`src/design/iidl_pkg.sv`:
```
// Shared constants and types for the indexed insert/delete list.
package iidl_pkg;

    localparam int CAPACITY_DEF = 64;
    localparam int MODE_W       = 3;
    localparam int INDEX_W      = 7;
    localparam int DATA_W       = 32;
    localparam int STATUS_W     = 2;
    localparam int COUNT_W      = 7;

    typedef enum logic [MODE_W-1:0] {
        MODE_GET      = 3'd0,
        MODE_INS_HEAD = 3'd1,
        MODE_APPEND   = 3'd2,
        MODE_INS_AT   = 3'd3,
        MODE_DELETE   = 3'd4
    } t_mode;

    typedef enum logic [STATUS_W-1:0] {
        ST_DONE      = 2'd0,
        ST_BAD_INDEX = 2'd1,
        ST_FULL      = 2'd2
    } t_status;

    typedef struct packed {
        logic ins;
        logic del;
        logic get;
    } t_cmd;

endpackage

```
`src/design/iidl_cell.sv`:
```
// One storage cell of the list: holds one entry, shifts to/from its neighbors.
module iidl_cell
    import iidl_pkg::*;
#(
    parameter int POS   = 0,
    parameter int POS_W = 8
) (
    input  logic              i_clk,
    input  t_cmd              i_cmd,
    input  logic [POS_W-1:0]  i_pos,
    input  logic [DATA_W-1:0] i_new,
    input  logic [DATA_W-1:0] i_left,
    input  logic [DATA_W-1:0] i_right,
    output logic [DATA_W-1:0] o_val,
    output logic [DATA_W-1:0] o_rd
);

    localparam logic [POS_W-1:0] MY_POS = POS_W'(POS);

    logic [DATA_W-1:0] r_val;
    logic [DATA_W-1:0] n_val;

    always_comb begin
        n_val = r_val;
        priority if (i_cmd.ins && i_pos == MY_POS) begin
            n_val = i_new;
        end else if (i_cmd.ins && i_pos < MY_POS) begin
            n_val = i_left;
        end else if (i_cmd.del && i_pos <= MY_POS) begin
            n_val = i_right;
        end else begin
            n_val = r_val;
        end
    end

    always_ff @(posedge i_clk) begin
        r_val <= n_val;
    end

    assign o_val = r_val;
    assign o_rd  = (i_cmd.get && i_pos == MY_POS) ? r_val : '0;

endmodule

```
`config.mk`:
```
export PLATFORM = sky130hd
export DESIGN_NAME = iidl_cell
export DESIGN_NICKNAME = d
export VERILOG_FILES = /design/src/design/iidl_pkg.sv /design/src/design/iidl_cell.sv
export SDC_FILE = /design/constraint.sdc
export NUM_CORES = 1
export LEC_CHECK = 0
export BUFFER_PORTS_ARGS = -buffer_cell sky130_fd_sc_hd__buf_2
export CORE_UTILIZATION = 32
export DETAILED_ROUTE_END_ITERATION = 10
export PLACE_DENSITY = 0.83
export SKIP_CTS_REPAIR_TIMING = 1
export SYNTH_ARGS = -nofsm -noshare
export SYNTH_HDL_FRONTEND = slang
export SYNTH_SLANG_ARGS = --single-unit
export TNS_END_PERCENT = 5
```
`constraint.sdc`:
```
create_clock -name i_clk -period 1.6 [get_ports i_clk]
set_input_delay 0.16 -clock i_clk [delete_from_list [all_inputs] [get_ports i_clk]]
set_output_delay 0.16 -clock i_clk [all_outputs]
set_load 0.01 [all_outputs]
```
==> metrics.txt <==
CTS tree done; chip width 75.56 um; final hold vios 0; GRT met2 Usage 27.68%; drt total wl 4.623 mm; Area contributors post-synth edfxtp_1, mux2_4, and2_1; post-synthesis mux area share 27.31%; Finished Cell Area 2673 um2; Area growth, synth to finish 54.34%; Post-Syn Area per Cell 16.18 um2; port bufs 139; CTS Buf Count 5; share of the synthesized area in the top cell type 55.49%; worst slack, placed -0.07560 ns; Max Freq 659.7 MHz; worst endpoint data arrival time 1.36 ns; vias in the first global route 1229; CP endpoint kind output pin; Slew HR 81.52%; Placed Cells 318; Cell Count, Final, Fillers Out 326; max reg flops 32; Nets 364; I/O pins 172; largest net degree at the start of global routing 27; Ys Warns 0; Post-route DRC 0; flops & latches, synth 32; Antenna Cells 0; worst slew pin tran 0.2751 ns; Critical Path RT 1.44 ns; Startpoint Class input port; Detailed Place HPWL 3.612 mm; sequential area share after synthesis 55.49%; DIE AREA 5709 um2; global-route usage over all layers 13.98%; layout cells sized above 1 74.22%; Cells after Synth 107; Final Max Tran Viols 0; Worst Hold Class input port to flip-flop; Global Route met3 Usage 3.968%; met1 Usage GRT 13.69%; cell area power density 619.5 nW/um2; kind of critical path input port to output pin; Sink Count 32; Yosys cell types 10; minimum clock period 1.516 ns; GR Overflow Total 0; Max-Cap Viols 0; global-route layer with the greatest usage met2; H-tree levels 2; critical path fanouts, max 16; post-synthesis adder-cell area fraction 0%; antenna violations before repair 0; routed vias 1425; core area 5172 um2; XOR/XNOR share of the synthesized area 0%; post-synthesis net count 215; largest family of logic cells by synthesized area multiplexers; Bufs on Longest Clock Path 2; total power 1.656 mW; synthesized area 1732 um2; global-route wire length before repair 5.623 mm; Final ANT Viol Nets 0; Worst Slack Setup Final 0.08421 ns; drt via density 4.371; worst vdd ir 231.7 uV; status complete, no violations; placed cell area 2567 um2; area leader, netlist edfxtp_1; Tcrit/Tclk final 94.74%; die height 75.56 um; CP Capture Point o_rd[27]; CTS clk-pin slew, worst paths 0.06 ns; Routed WL per cell 14.18 um; Site Rows 26; leakage 1.394 nW; DR pass1 iterations 4; unrepaired setup endpoints after global routing false; clk root buf clkbuf_8; post-synthesis simple-gate area fraction 14.02%; DRT iter0 DRCs 32; routability congestion estimate 0.6519; Crit. Startpoint i_pos[6]; final setup fails 0; Initial Util 33.48%; Synth Area in Compound Gates 0.5780%
==> placed cells by master (no fill, tap or decap) <==
master,instances
clkinv_1,2
o211a_2,1
nor4_4,2
edfxtp_1,32
mux2_2,2
buf_12,3
buf_6,1
clkbuf_8,5
and2_1,32
mux2_4,30
buf_4,5
nand3_2,1
buf_2,139
and3_2,1
==> worst min-delay path by stage <==
stage / startpoint / endpoint / slack [ns] / cells past startpoint
final: i_right[8] / o_val[8] / 0.18 / 2
after global routing: i_right[8] / o_val[8] / 0.18 / 2
after CTS: i_right[8] / o_val[8] / 0.17 / 2
after detailed placement: i_new[11] / o_val[11] / 0.46 / 2
after global placement: i_right[11] / o_val[11] / 0.46 / 2
after floorplan: i_right[10] / o_val[10] / 0.38 / 1
==> power by group <==
part	switching [mW]	total (mW)	internal (mW)	leakage, nW
logic	0.0541	0.178	0.124	1.07
registers	0.000957	0.926	0.925	0.288
clock network	0.266	0.552	0.286	0.0391
==> worst max-delay path, stage by stage <==
cell	delay (ns)
buf_2	0.12
nor4_4	0.27
buf_4	0.15
and3_2	0.22
buf_6	0.16
and2_1	0.15
buf_2	0.13
==> kinds of logic (layout without fill, tap and decap cells) <==
| kind of cell | after synthesis | after routing |
|---|---|---|
| AND/OR/NAND/NOR | 36 | 36 |
| flip-flops | 32 | 32 |
| multiplexers | 32 | 32 |
| AO/OA/AOI/OAI | 1 | 1 |
| buffers and inverters | 6 | 155 |
==> metrics by stage <==
step                util (%)  hold slack (ns)  setup TNS, ns
finish                 51.67           0.1813              0
global route           51.67           0.1750              0
CTS                    51.11           0.1708        -0.4514
detailed placement     49.64           0.4640         -2.151
global placement       49.64           0.4608         -1.188
floorplan                  -           0.3775              0
==> metal layers <==
| layer | wire length [um] | up-vias |
|---|---|---|
| met4 | 29 | 0 |
| met5 | 0 | - |
| met3 | 288 | 2 |
| met1 | 1761 | 664 |
| met2 | 2543 | 74 |
| li1 | - | 685 |
==> cell usage after synthesis <==
master and instances:
and2_1 32, and3_2 1, buf_6 3, clkbuf_1 3
edfxtp_1 32, mux2_2 2, mux2_4 30, nand3_2 1
nor4_2 2, o211a_1 1
==> final cells by class <==
| cell class | count | area [um2] |
|---|---|---|
| clock inverter | 2 | 7.507 |
| timing repair buffer | 148 | 804.5 |
| clock buffer | 5 | 68.82 |
| fill | 445 | 2500 |
| tap | 70 | 87.58 |
| sequential | 32 | 960.9 |
| multi-input combinational | 69 | 743.2 |
(Power assumes the default switching activity.)
